`config.mk`:
```
export PLATFORM = sky130hd
export DESIGN_NAME = edit_distance_threshold_check_top
export DESIGN_NICKNAME = d
export VERILOG_FILES = /design/src/edt_pkg.sv /design/src/edt_lane.sv /design/src/edt_prefilter.sv /design/src/edt_merge.sv /design/src/edit_distance_threshold_check_top.sv
export SDC_FILE = /design/constraint.sdc
export NUM_CORES = 2
export LEC_CHECK = 0
export BUFFER_PORTS_ARGS = -buffer_cell sky130_fd_sc_hd__buf_2
export CAP_MARGIN = 15
export CORE_MARGIN = 2
export CORE_UTILIZATION = 55
export CTS_CLUSTER_DIAMETER = 80
export DETAILED_ROUTE_END_ITERATION = 16
export MAX_ROUTING_LAYER = met4
export PLACE_DENSITY_LB_ADDON = 0.2
export RECOVER_POWER = 100
export SETUP_SLACK_MARGIN = 0.3
export SYNTH_ARGS = -nofsm -noshare
export SYNTH_HDL_FRONTEND = slang
export SYNTH_SLANG_ARGS = --single-unit
export TNS_END_PERCENT = 50
```
`constraint.sdc`:
```
create_clock -name clock -period 31.1 [get_ports clock]
set_input_delay 6.22 -clock clock [delete_from_list [all_inputs] [get_ports clock]]
set_output_delay 6.22 -clock clock [all_outputs]
set_load 0.02 [all_outputs]
```
`src/edt_pkg.sv`:
```
// ----------------------------------------------------------------------------
// edt_pkg
// Shared constants, codes and types of the edit distance threshold check.
// ----------------------------------------------------------------------------
package edt_pkg;

   // word geometry
   localparam int MAX_LEN   = 32;
   localparam int WORD_W    = 64;
   localparam int SYM_W     = 2;
   localparam int NUM_SYM   = 4;

   // field and counter widths
   localparam int CFG_W     = 6;
   localparam int DIST_W    = 6;
   localparam int LEN_W     = $clog2(MAX_LEN + 1);
   localparam int STEP_W    = $clog2(2 * MAX_LEN + 1);
   localparam int CNT_W     = $clog2(MAX_LEN + 1);

   // stream widths
   localparam int REQ_W     = 2 * WORD_W;
   localparam int RSP_W     = 8;

   // register file
   localparam int CSR_IDX_W = 2;
   localparam logic [CSR_IDX_W-1:0] REG_WORD_LENGTH  = 2'd0;
   localparam logic [CSR_IDX_W-1:0] REG_MIN_DISTANCE = 2'd1;
   localparam logic [CFG_W-1:0]     MIN_DISTANCE_RST = 6'd3;

   // inputs of one dynamic programming lane
   typedef struct packed {
      logic              en;
      logic [SYM_W-1:0]  a_sym;
      logic [SYM_W-1:0]  b_sym;
      logic [DIST_W-1:0] left;
      logic [DIST_W-1:0] diag;
   } lane_in_type;

   // control from the sequencer to the merge stage
   typedef struct packed {
      logic load;
      logic early_far;
   } merge_ctrl_type;

   // column values of all lanes, entry 0 is the empty-word distance
   typedef logic [MAX_LEN:0][DIST_W-1:0] dist_vec_type;

endpackage

```
`src/edt_lane.sv`:
```
// ----------------------------------------------------------------------------
// edt_lane
// One column of the edit distance table, evaluated along anti-diagonals.
// ----------------------------------------------------------------------------
module edt_lane
   import edt_pkg::*;
(
   input  logic              clock,
   input  logic              load,
   input  logic [DIST_W-1:0] init_val,
   input  lane_in_type       lane_in,
   output logic [DIST_W-1:0] val,
   output logic [DIST_W-1:0] prev,
   output logic [SYM_W-1:0]  b_sym_out
);

   logic [DIST_W-1:0] val_ff, val_in;
   logic [DIST_W-1:0] prev_ff, prev_in;
   logic [SYM_W-1:0]  bsym_ff, bsym_in;
   logic [DIST_W-1:0] best;

   // cell update: match takes the diagonal, else smallest neighbor plus one
   always_comb begin
      best = lane_in.left;
      if (val_ff < best) begin
         best = val_ff;
      end
      if (lane_in.diag < best) begin
         best = lane_in.diag;
      end
      val_in  = val_ff;
      prev_in = prev_ff;
      if (load) begin
         val_in  = init_val;
         prev_in = init_val;
      end else if (lane_in.en) begin
         prev_in = val_ff;
         if (lane_in.a_sym == lane_in.b_sym) begin
            val_in = lane_in.diag;
         end else begin
            val_in = best + DIST_W'(1);
         end
      end
      bsym_in = lane_in.b_sym;
   end

   always_ff @(posedge clock) begin
      val_ff  <= val_in;
      prev_ff <= prev_in;
      bsym_ff <= bsym_in;
   end

   assign val       = val_ff;
   assign prev      = prev_ff;
   assign b_sym_out = bsym_ff;

endmodule

```
`src/edt_prefilter.sv`:
```
// ----------------------------------------------------------------------------
// edt_prefilter
// Symbol counts of both words, one symbol pair a cycle while enabled, and the count bound.
// ----------------------------------------------------------------------------
module edt_prefilter
   import edt_pkg::*;
(
   input  logic              clock,
   input  logic              reset,
   input  logic              clear,
   input  logic              en,
   input  logic [SYM_W-1:0]  sym_a,
   input  logic [SYM_W-1:0]  sym_b,
   output logic [DIST_W-1:0] bound
);

   localparam int SUM_W = CNT_W + 2;

   logic [NUM_SYM-1:0][CNT_W-1:0] ca_ff, ca_in;
   logic [NUM_SYM-1:0][CNT_W-1:0] cb_ff, cb_in;
   logic [SUM_W-1:0]              sum;

   // count update
   always_comb begin
      ca_in = ca_ff;
      cb_in = cb_ff;
      if (clear) begin
         ca_in = '0;
         cb_in = '0;
      end else if (en) begin
         ca_in[sym_a] = ca_ff[sym_a] + CNT_W'(1);
         cb_in[sym_b] = cb_ff[sym_b] + CNT_W'(1);
      end
   end

   always_ff @(posedge clock) begin
      if (reset) begin
         ca_ff <= '0;
         cb_ff <= '0;
      end else begin
         ca_ff <= ca_in;
         cb_ff <= cb_in;
      end
   end

   // half the sum of absolute count differences
   always_comb begin
      sum = '0;
      for (int k = 0; k < NUM_SYM; k++) begin
         if (ca_ff[k] > cb_ff[k]) begin
            sum = sum + SUM_W'(ca_ff[k] - cb_ff[k]);
         end else begin
            sum = sum + SUM_W'(cb_ff[k] - ca_ff[k]);
         end
      end
   end

   assign bound = DIST_W'(sum >> 1);

endmodule

```
`src/edt_merge.sv`:
```
// ----------------------------------------------------------------------------
// edt_merge
// Picks the final column of the table, applies the threshold and holds the
// result transaction until it is taken.
// ----------------------------------------------------------------------------
module edt_merge
   import edt_pkg::*;
(
   input  logic              clock,
   input  logic              reset,
   input  merge_ctrl_type    ctrl,
   input  dist_vec_type      vals,
   input  logic [LEN_W-1:0]  len,
   input  logic [CFG_W-1:0]  min_dist,
   input  logic              rsp_tready,
   output logic              rsp_tvalid,
   output logic              far_apart,
   output logic [DIST_W-1:0] distance,
   output logic              slot_free
);

   logic              valid_ff, valid_in;
   logic              far_ff, far_in;
   logic [DIST_W-1:0] dist_ff, dist_in;
   logic [DIST_W-1:0] dist_sel;

   // threshold against the selected column
   always_comb begin
      dist_sel = vals[len];
      far_in   = ctrl.early_far || (dist_sel >= min_dist);
      dist_in  = far_in ? '0 : dist_sel;
      valid_in = valid_ff;
      if (ctrl.load) begin
         valid_in = 1'b1;
      end else if (rsp_tready) begin
         valid_in = 1'b0;
      end
   end

   always_ff @(posedge clock) begin
      if (reset) begin
         valid_ff <= 1'b0;
      end else begin
         valid_ff <= valid_in;
      end
   end

   always_ff @(posedge clock) begin
      if (ctrl.load) begin
         far_ff  <= far_in;
         dist_ff <= dist_in;
      end
   end

   assign rsp_tvalid = valid_ff;
   assign far_apart  = far_ff;
   assign distance   = dist_ff;
   assign slot_free  = !valid_ff || rsp_tready;

endmodule

```
`src/edit_distance_threshold_check_top.sv`:
```
// ----------------------------------------------------------------------------
// edit_distance_threshold_check_top
// Edit distance of two equal-length words over four symbols, checked against
// a minimum distance, with a symbol-count prefilter for early exit.
// ----------------------------------------------------------------------------
//  channel | ports                         | contents
//  --------+-------------------------------+--------------------------------
//  req     | req_tvalid/tready/tdata       | word_a, word_b
//  rsp     | rsp_tvalid/tready/tdata       | far_apart, distance
//  csr     | csr_valid/ready/index/data    | word_length, min_distance
//
//  one word pair at a time; for length L the lanes sweep the 2L-1
//  anti-diagonals between the accept and the registered result
//  the count bound is ready after L steps and ends the item early when it
//  reaches min_distance, so an item can end before the full sweep
//  reset is synchronous; it empties the pipeline and restores the registers
//  a result that is not taken stalls the sequencer on its final step
// ----------------------------------------------------------------------------
module edit_distance_threshold_check_top
   import edt_pkg::*;
(
   input  logic                 clock,
   input  logic                 reset,
   input  logic                 req_tvalid,
   output logic                 req_tready,
   input  logic [REQ_W-1:0]     req_tdata,   // word_a, word_b
   output logic                 rsp_tvalid,
   input  logic                 rsp_tready,
   output logic [RSP_W-1:0]     rsp_tdata,   // far_apart, distance, zero pad
   input  logic                 csr_valid,
   output logic                 csr_ready,
   input  logic [CSR_IDX_W-1:0] csr_index,
   input  logic [CFG_W-1:0]     csr_data
);

   localparam logic ST_IDLE = 1'b0;
   localparam logic ST_RUN  = 1'b1;

   logic                 state_ff, state_in;
   logic [STEP_W-1:0]    step_ff, step_in;
   logic [LEN_W-1:0]     len_ff, len_in;
   logic [CFG_W-1:0]     min_ff, min_in;
   logic [WORD_W-1:0]    a_ff, a_in;
   logic [WORD_W-1:0]    a_sh_ff, a_sh_in;
   logic [WORD_W-1:0]    b_sh_ff, b_sh_in;

   logic                 start;
   logic                 run;
   logic                 done;
   logic                 full_done;
   logic                 early_cond;
   logic                 advance;
   logic                 slot_free;
   logic                 far_apart;
   logic [DIST_W-1:0]    distance;
   logic [DIST_W-1:0]    bound;
   merge_ctrl_type       mctrl;
   dist_vec_type         lane_val;
   logic [MAX_LEN:1][DIST_W-1:0] lane_prev;
   logic [MAX_LEN:1][SYM_W-1:0]  lane_bsym;

   // handshakes
   assign start      = req_tvalid && req_tready;
   assign run        = (state_ff == ST_RUN);
   assign req_tready = (state_ff == ST_IDLE);
   assign csr_ready  = 1'b1;

   // end of the sweep, or count bound already at the minimum
   assign full_done  = (step_ff >= STEP_W'({len_ff, 1'b0}));
   assign early_cond = (step_ff > STEP_W'(len_ff)) && (bound >= min_ff);
   assign done       = full_done || early_cond;
   assign advance    = run && !done;

   assign mctrl.load      = run && done && slot_free;
   assign mctrl.early_far = early_cond;

   // configuration registers, word length clamped to the lane count
   always_comb begin
      len_in = len_ff;
      min_in = min_ff;
      if (csr_valid && csr_ready) begin
         unique case (csr_index)
            REG_WORD_LENGTH: begin
               if (csr_data > CFG_W'(MAX_LEN)) begin
                  len_in = LEN_W'(MAX_LEN);
               end else begin
                  len_in = LEN_W'(csr_data);
               end
            end
            REG_MIN_DISTANCE: begin
               min_in = csr_data;
            end
            default: begin
            end
         endcase
      end
   end

   // sequencer
   always_comb begin
      state_in = state_ff;
      step_in  = step_ff;
      if (start) begin
         state_in = ST_RUN;
         step_in  = STEP_W'(1);
      end else if (mctrl.load) begin
         state_in = ST_IDLE;
      end else if (advance) begin
         step_in = step_ff + STEP_W'(1);
      end
   end

   always_ff @(posedge clock) begin
      if (reset) begin
         state_ff <= ST_IDLE;
         step_ff  <= '0;
         len_ff   <= LEN_W'(MAX_LEN);
         min_ff   <= MIN_DISTANCE_RST;
      end else begin
         state_ff <= state_in;
         step_ff  <= step_in;
         len_ff   <= len_in;
         min_ff   <= min_in;
      end
   end

   // word registers, shifted one symbol per step for the count and lane 1
   always_comb begin
      a_in    = a_ff;
      a_sh_in = a_sh_ff;
      b_sh_in = b_sh_ff;
      if (start) begin
         a_in    = req_tdata[WORD_W-1:0];
         a_sh_in = req_tdata[WORD_W-1:0];
         b_sh_in = req_tdata[REQ_W-1:WORD_W];
      end else if (advance) begin
         a_sh_in = a_sh_ff >> SYM_W;
         b_sh_in = b_sh_ff >> SYM_W;
      end
   end

   always_ff @(posedge clock) begin
      a_ff    <= a_in;
      a_sh_ff <= a_sh_in;
      b_sh_ff <= b_sh_in;
   end

   // count prefilter
   edt_prefilter u_prefilter (
      .clock (clock),
      .reset (reset),
      .clear (start),
      .en    (advance && (step_ff <= STEP_W'(len_ff))),
      .sym_a (a_sh_ff[SYM_W-1:0]),
      .sym_b (b_sh_ff[SYM_W-1:0]),
      .bound (bound)
   );

   // column lanes of the table
   assign lane_val[0] = '0;

   for (genvar i = 1; i <= MAX_LEN; i++) begin : g_lane
      lane_in_type lin;

      always_comb begin
         lin.en    = advance && (LEN_W'(i) <= len_ff) && (step_ff >= STEP_W'(i)) &&
                     (step_ff < (STEP_W'(i) + STEP_W'(len_ff)));
         lin.a_sym = a_ff[SYM_W*(i-1) +: SYM_W];
         if (i == 1) begin
            lin.b_sym = b_sh_ff[SYM_W-1:0];
            lin.left  = step_ff[DIST_W-1:0];
            lin.diag  = step_ff[DIST_W-1:0] - DIST_W'(1);
         end else begin
            lin.b_sym = lane_bsym[(i > 1) ? i - 1 : 1];
            lin.left  = lane_val[i-1];
            lin.diag  = lane_prev[(i > 1) ? i - 1 : 1];
         end
      end

      edt_lane u_lane (
         .clock     (clock),
         .load      (start),
         .init_val  (DIST_W'(i)),
         .lane_in   (lin),
         .val       (lane_val[i]),
         .prev      (lane_prev[i]),
         .b_sym_out (lane_bsym[i])
      );
   end

   // merge and output register
   edt_merge u_merge (
      .clock      (clock),
      .reset      (reset),
      .ctrl       (mctrl),
      .vals       (lane_val),
      .len        (len_ff),
      .min_dist   (min_ff),
      .rsp_tready (rsp_tready),
      .rsp_tvalid (rsp_tvalid),
      .far_apart  (far_apart),
      .distance   (distance),
      .slot_free  (slot_free)
   );

   assign rsp_tdata = {{(RSP_W - 1 - DIST_W){1'b0}}, distance, far_apart};

`ifndef SYNTHESIS
   // accepted transaction starts the sweep at step one
   a_start: assert property (@(posedge clock) disable iff (reset)
      start |=> (state_ff == ST_RUN) && (step_ff == STEP_W'(1)))
      else $error("sweep did not start after accept");

   // step counter stays within the longest sweep
   a_step_bound: assert property (@(posedge clock) disable iff (reset)
      run |-> (step_ff <= STEP_W'(2 * MAX_LEN)))
      else $error("step counter ran past the sweep");

   // no result is written over one that is still waiting
   a_no_overwrite: assert property (@(posedge clock) disable iff (reset)
      mctrl.load |-> (!rsp_tvalid || rsp_tready))
      else $error("result overwritten before it was taken");

   // far results carry a zero distance
   a_far_zero: assert property (@(posedge clock) disable iff (reset)
      (rsp_tvalid && rsp_tdata[0]) |-> (rsp_tdata[DIST_W:1] == '0))
      else $error("far result with nonzero distance");
`endif

endmodule
```
# [Word level (Yosys, flattened, before mapping)]
# Cells that the tools add are included.
# W data, S select, Z words.
[op_classes] add_sub_neg=82 magnitude_cmp=175 n_eq_ne=34 mux=124 n_bitwise=2 reduce_logical=118
[op_table] op="$mux W6" n=102
[op_table] op="$lt A6 B6 Y1" n=64
[op_table] op="$mux W64" n=4
[op_table] op="$lt A7 B7 Y1" n=32
[op_table] op="$add A6 B1 Y6 const B" n=34
[op_table] op="$add A5 B6 Y7 const A" n=16
[op_table] op="$ge A7 B5 Y1 const B" n=16
[op_table] op="$logic_and A1 B1 Y1" n=104
[op_table] op="$le A5 B6 Y1 const A" n=16
[op_table] op="$eq A2 B2 Y1" n=32
[op_table] op="$add A4 B6 Y7 const A" n=8
[op_table] op="$ge A7 B4 Y1 const B" n=8
[op_table] op="$sub A6 B6 Y7" n=8
[op_table] op="$bwmux W24" n=2
[op_table] op="$le A4 B6 Y1 const A" n=8
[op_table] op="$add A7 B7 Y7" n=6
[op_table] op="$bmux W6 S6" n=1
[op_table] op="$add A3 B6 Y7 const A" n=4
[op_table] op="$ge A7 B3 Y1 const B" n=4
[op_table] op="$mux W7" n=4
[op_table] op="$bmux W6 S2" n=2
[op_table] op="$demux W6 S2" n=2
[op_table] op="$gt A6 B6 Y1" n=4
[op_table] op="$le A3 B6 Y1 const A" n=4
[op_table] op="other kinds (29)" n=50
[totals] reg_bits=708 in_bits=141 out_inout_bits=11 wordCells=648

# [Longest topological paths before layout]
[depth] word_depth=16 mapped_depth=45 ltp_nobuf=41

# [By module]
# From an unflattened synthesis, not the netlist that was laid out.
[unflattened] cells_unflattened=6804 area_unflattened_um2=61910.6
[modules_own_cells] module="edt_lane at g_lane[10].u_lane ..." n_inst=30 cells_each=152 area_per_inst_um2=1287.5
[modules_own_cells] module="edit_distance_threshold_check_top" n_inst=1 cells_each=1160 area_per_inst_um2=13419.1
[modules_own_cells] module="edt_prefilter" n_inst=1 cells_each=583 area_per_inst_um2=5256.3
[modules_own_cells] module="edt_lane at g_lane[8].u_lane ..." n_inst=2 cells_each=146 area_per_inst_um2=1251.2
[modules_own_cells] module="edt_merge" n_inst=1 cells_each=209 area_per_inst_um2=2108.3

# [Worst setup path before layout]
# No wires, ideal clock.
[synth_timing] path_kind="reg-to-reg" start="register u_prefilter.cb_ff[1] in the netlist's numbering" end="register a_sh_ff[0] (enable)" setup_ns=0.499 arrival_ns=10.853 required_ns=30.601 path_slack_ns=19.748 stages_incl_launch_ff=39 synth_period_minus_slack_ns=11.352 path_cell_list="dfxtp_1 > inv_1 > ha_1 > nor2b_1 > o21ai_0 > a21oi_1 > o21ai_0 > a21oi_1 > clkbuf_1 > o21ai_0 > fa_1 > inv_1 > fa_1 > o31ai_1 > fa_1 > inv_1 > ha_1 > a21o_1 > [... 3 more ...] > a21oi_1 > fa_1 > ha_1 > inv_1 > nor2_1 > nor2_1 > o21bai_1 > a21oi_1 > xnor2_1 > mux2i_1 > xnor2_1 > xnor2_1 > ha_1 > a21oi_1 > o21ai_0 > and2_1 > o31ai_1 > o21a_1"
[synth_via] elab_chain_cells=14 elab_cells_between_ends=19
[synth_rtl] item="start: declaration" line="edt_prefilter.sv:20" rtl="logic [NUM_SYM-1:0][CNT_W-1:0] cb_ff, cb_in;"
[synth_rtl] item="start signal: assignment" line="edt_prefilter.sv:42" rtl="cb_ff <= cb_in;"
[synth_rtl] item="$sub A6 B6 Y7, or another cell as far along" line="edt_prefilter.sv:53" rtl="sum = sum + SUM_W'(cb_ff[k] - ca_ff[k]);"
[synth_rtl] item="$mux W7 (*)" line="edt_prefilter.sv:50" rtl="if (ca_ff[k] > cb_ff[k]) begin"
[synth_rtl] item="$add A7 B7 Y7 (on tied branches)" line="edt_prefilter.sv:53, edt_prefilter.sv:51"
[synth_rtl] item="$mux W7 (*)" line="edt_prefilter.sv:50"
[synth_rtl] item="$add A7 B7 Y7 (on tied branches)" line="edt_prefilter.sv:53, edt_prefilter.sv:51"
[synth_rtl] item="$mux W7 (*)" line="edt_prefilter.sv:50"
[synth_rtl] item="$add A7 B7 Y7 (on tied branches)" line="edt_prefilter.sv:53, edt_prefilter.sv:51"
[synth_rtl] item="$mux W7 (*)" line="edt_prefilter.sv:50"
[synth_rtl] item="$ge A6 B6 Y1 (*)" line="edit_distance_threshold_check_top.sv:70" rtl="assign early_cond = (step_ff > STEP_W'(len_ff)) && (bound >= min_ff);"
[synth_rtl] item="$logic_and A1 B1 Y1 (*)" line="edit_distance_threshold_check_top.sv:70"
[synth_rtl] item="$logic_or A1 B1 Y1 (*)" line="edit_distance_threshold_check_top.sv:71" rtl="assign done = full_done || early_cond;"
[synth_rtl] item="$logic_not A1 Y1 (*)" line="edit_distance_threshold_check_top.sv:72" rtl="assign advance = run && !done;"
[synth_rtl] item="$logic_and A1 B1 Y1 (*)" line="edit_distance_threshold_check_top.sv:72"
[synth_rtl] item="$reduce_bool A2 Y1 (no source line) (*)"
[synth_rtl] item="end signal: assignment" line="edit_distance_threshold_check_top.sv:144" rtl="a_sh_ff <= a_sh_in;"
[synth_rtl] item="end: declaration" line="edit_distance_threshold_check_top.sv:44" rtl="logic [WORD_W-1:0] a_sh_ff, a_sh_in;"
# Mark *: on every way between the ends. The rest lies on a longest branch, timed or not.
# A chain may end at the register's enable or synchronous reset.

# [Final worst setup path]
[layout_timing] start="input port req_tvalid" end="register g_lane[11].u_lane.val_ff[3]"
[layout_via] elab_chain_cells=1
[layout_rtl] item="start: declaration" line="edit_distance_threshold_check_top.sv:24" rtl="input logic req_tvalid,"
[layout_rtl] item="$logic_and A1 B1 Y1" line="edit_distance_threshold_check_top.sv:63" rtl="assign start = req_tvalid && req_tready;"
[layout_rtl] item="end signal: assignment" line="edt_lane.sv:48" rtl="val_ff <= val_in;"
[layout_rtl] item="end: declaration" line="edt_lane.sv:17" rtl="logic [DIST_W-1:0] val_ff, val_in;"
# No other way between the ends.

==> flow_summary_export.csv <==
group,metric,value,unit
run_status,run_status,"finished with violations",
run_status,failed_checks,"max-capacitance violations, max-slew violations",
power_and_ir_drop,clkPwrFrac,14.7,%
detailed_routing,wl,164000,µm
detailed_routing,avgRoutedWirePerCell,20.3,µm
synthesis,syn_inst,6660,
place,gp_congestion,0.990,
power_and_ir_drop,p_per_area,116,nW/µm²
final_layout,nets,7416,
synthesis,synthArstFlopShare,0,%
synthesis,seq_area_frac_synth,29.0,%
worst_setup_path,cp_max_fo,96,
timing,period_share,51.2,%
final_layout,design_area,59900,µm²
power_and_ir_drop,p_comb_share,66.0,%
global_route,grt_pass1_vias,46700,
hold_path,min_from,"g_lane[29].u_lane.b_sym_out[1]",
timing,period_needed,15.92,ns
clock_network,cts_repair_resize_count,0,
synthesis,ys.flop_type,"dfxtp_1",
flow_run,cap_violations,18,
detailed_routing,via_per_inst,6.21,
detailed_routing,first_iter_violations,4973,
worst_setup_path,worstSetupEndpointType,"register",
worst_setup_path,worstSetupPathType,"in2reg",
power_and_ir_drop,max-vdd-ir-drop,0.000629,V
timing,fmax,0.0628,GHz
place,dp_hpwl,119000,µm
die,die_x,322,µm
clock_network,cts_sinks,708,
synthesis,synth_nets,7428,
die,io_pins,152,
die,die_y,322,µm
final_layout,final_layout_size_suffix_gt1_share,6.07,%
global_route,antenna_found_initial,2,
detailed_routing,ant_nets,0,
detailed_routing,drc,0,
place,portBuffers,149,
synthesis,ys_warn_count,0,
clock_network,tritoncts,"yes",
synthesis,syn-cell-area,55800,µm²
timing,rsz0062_at_grt,"no",
global_route,grt_first_pass_wirelength,260000,µm
die,die-area,104000,µm²
final_layout,nFillCells,8968,
global_route,grt_usage,31.9,%
synthesis,netlist.area_leader.share,18.3,%
die,initial_core_util,55.6,%
power_and_ir_drop,leakage,0.0259,µW
worst_setup_path,crit_start,"req_tvalid",
power_and_ir_drop,seqPwrFrac,19.4,%
clock_network,hold_buffers,0,
detailed_routing,firstDrtPassIters,6,
synthesis,synth_edf_count,199,
worst_setup_path,critPathRequiredTime,31.73,ns
timing,hold_viol,0,
synthesis,synth_largest_area_cell,"dfxtp_1",
timing,setup_tns,0,ns
timing,skew,0.0268,ns
final_layout,area_growth,7.41,%
clock_network,clk_pin_slew_worst_paths,0.06,ns
global_route,gr-total-overflow,0,
timing,tightest_slew,4.29,ns
clock_network,worstSkewPairLatency,0.70,ns
timing,maxSlewHeadroom,-186,%
power_and_ir_drop,internal_power,3770,µW
synthesis,syn_avg_cell_area,8.38,µm²
clock_network,post_cts_buffers,0,
die,core-area,100000,µm²
worst_setup_path,cp-start-kind,"input port",
final_layout,fin_cells,8078,
worst_setup_path,critPathArrivalTime,16.55,ns
detailed_routing,vias,50200,
worst_setup_path,r2r-start,"u_prefilter.cb_ff[1]",
power_and_ir_drop,p_sw,3180,µW
clock_network,cts.path.max_buffers,3,
timing,drv_slew,785,
synthesis,synth_seq_cells,708,
clock_network,root_buffer,"clkbuf_16",
hold_path,hold_path_class,"reg2reg",
die,placementRows,116,
place,placed_area,57400,µm²
synthesis,synth.distinct_cells,112,
clock_network,cts_inserted_buffers,83,
power_and_ir_drop,power,6950,µW
global_route,grt_max_degree,101,
clock_network,cts.htree.levels,3,
place,dp_cells,7917,
power_and_ir_drop,switching_share,45.7,%
timing,setup-violations-final,0,
synthesis,ys_top_cells_by_area,"dfxtp_1 (18%), ha_1 (13%), edfxtp_1 (11%)",
==> registers in the layout, summed over array words and instances, names as in the netlist <==
signal,cells
g_lane.u_lane.val,192
u_merge.rsp_tvalid,1
step_ff,7
a_ff,64
u_prefilter.ca_ff,24
u_merge.far_apart,1
run,1
g_lane.u_lane.prev,186
len_ff,6
a_sh_ff,64
u_merge.distance,6
g_lane.u_lane.b_sym_out,62
b_sh_ff,64
u_prefilter.cb_ff,24
min_ff,6
==> final timing paths <==
path	endpoint	slack, ns	depth (start not counted)
max	g_lane[11].u_lane.val[3]	15.18	8
min	g_lane[30].u_lane.b_sym_out[1]	0.36	0
max reg2reg	a_sh_ff[40]	15.69	39
min reg2reg	g_lane[30].u_lane.b_sym_out[1]	0.36	0
==> layout by cell type (no fill, tap or decap), types with 38 or more instances in the layout <==
cell type  instances
xnor2_1          172
o21ai_0          282
mux2i_1          321
a21oi_1          545
xor2_1            65
clkbuf_16         84
ha_1             589
o31ai_1           46
a21o_1           103
mux4_2            66
buf_2             93
o211ai_1         115
nor3_1            86
nor2_1           602
clkbuf_1          85
a31oi_1           56
fa_1              38
nand2b_1          86
nand4_1           62
o21a_1            53
inv_1            425
dfxtp_1          506
a211oi_1         100
edfxtp_1         199
nand2_1          936
and3_1            42
nand3_1          163
==> layout make-up <==
class                   count  area [µm²]  area share (%)
inverters                 430        1620            2.70
clock buffers             107        2290            3.82
well taps                1357        1700            2.83
flip-flops and latches    708       16200            27.0
diodes                      2        5.00         0.00835
clock inverters            49         527           0.879
multi-input cells        5227       36600            61.1
repair buffers            198         981            1.64
==> critical path, stage by stage <==
cell	delay (ns)
clkbuf_1	0.27
nand2_1	1.13
clkinvlp_2	2.97
clkbuf_1	2.62
clkbuf_1	2.70
nor2_1	0.07
a32oi_1	0.28
o31a_1	0.16
==> through the flow <==
step / util (%) / hold slack, ns / setup slack (ns)
floorplan: - / 0.349 / 19.75
finish: 59.7 / 0.363 / 15.18
global route: 59.7 / 0.368 / 14.27
detailed placement: 57.2 / 0.356 / 19.45
CTS: 60.0 / 0.363 / 19.42
global placement: 57.2 / 0.351 / 19.84
==> power by group through the flow <==
stage                     combinational (µW)  clock [µW]  sequential (µW)
after detailed placement                4650           0             1350
after global routing                    4940        1070             1360
after global placement                  4610           0             1350
after floorplan                         3950           0             1330
final                                   4580        1020             1350
after CTS                               4670        1040             1340
==> Yosys cell counts (19+ instances only) <==
master / n
nor3_1: 82
xnor2_1: 172
o21a_1: 53
fa_1: 38
o32ai_1: 20
nand4_1: 60
buf_2: 56
a211oi_1: 100
o31ai_1: 46
nand3b_1: 21
o211ai_1: 113
edfxtp_1: 199
or3_1: 22
dfxtp_1: 509
mux4_2: 66
and2_1: 42
ha_1: 589
xor2_1: 65
nand2b_1: 86
nor2_1: 600
nor2b_1: 37
nand3_1: 163
nor3b_1: 24
a21boi_0: 19
mux2i_1: 321
a31oi_1: 56
o221ai_1: 24
buf_1: 27
o21ai_0: 279
o41ai_1: 19
a21o_1: 103
inv_1: 425
nand2_1: 935
o21bai_1: 22
a211o_1: 31
clkbuf_1: 200
and4_1: 25
and3_1: 42
a221oi_1: 24
o2111ai_1: 20
a21oi_1: 545
==> layer usage <==
metal / up-vias / global-route usage (%) / routed length [µm]
met5: - / - / 0
met4: 0 / 11.4 / 5700
met3: 343 / 3.84 / 11100
met2: 1806 / 49.1 / 73800
met1: 23900 / 43.3 / 73700
li1: 24200 / - / -
==> cell families after synthesis <==
logic type                 share of synthesized area [%]
buffers and inverters                               5.12
AOI/OAI and AO/OA                                   20.7
and+or+nand+nor                                     18.1
xor gates and xnor gates                            3.72
other                                             0.0135
muxes                                               8.77
adders and majority gates                           14.6
DFF                                                 29.0
No activity file was read; power rests on OpenSTA's default activity.
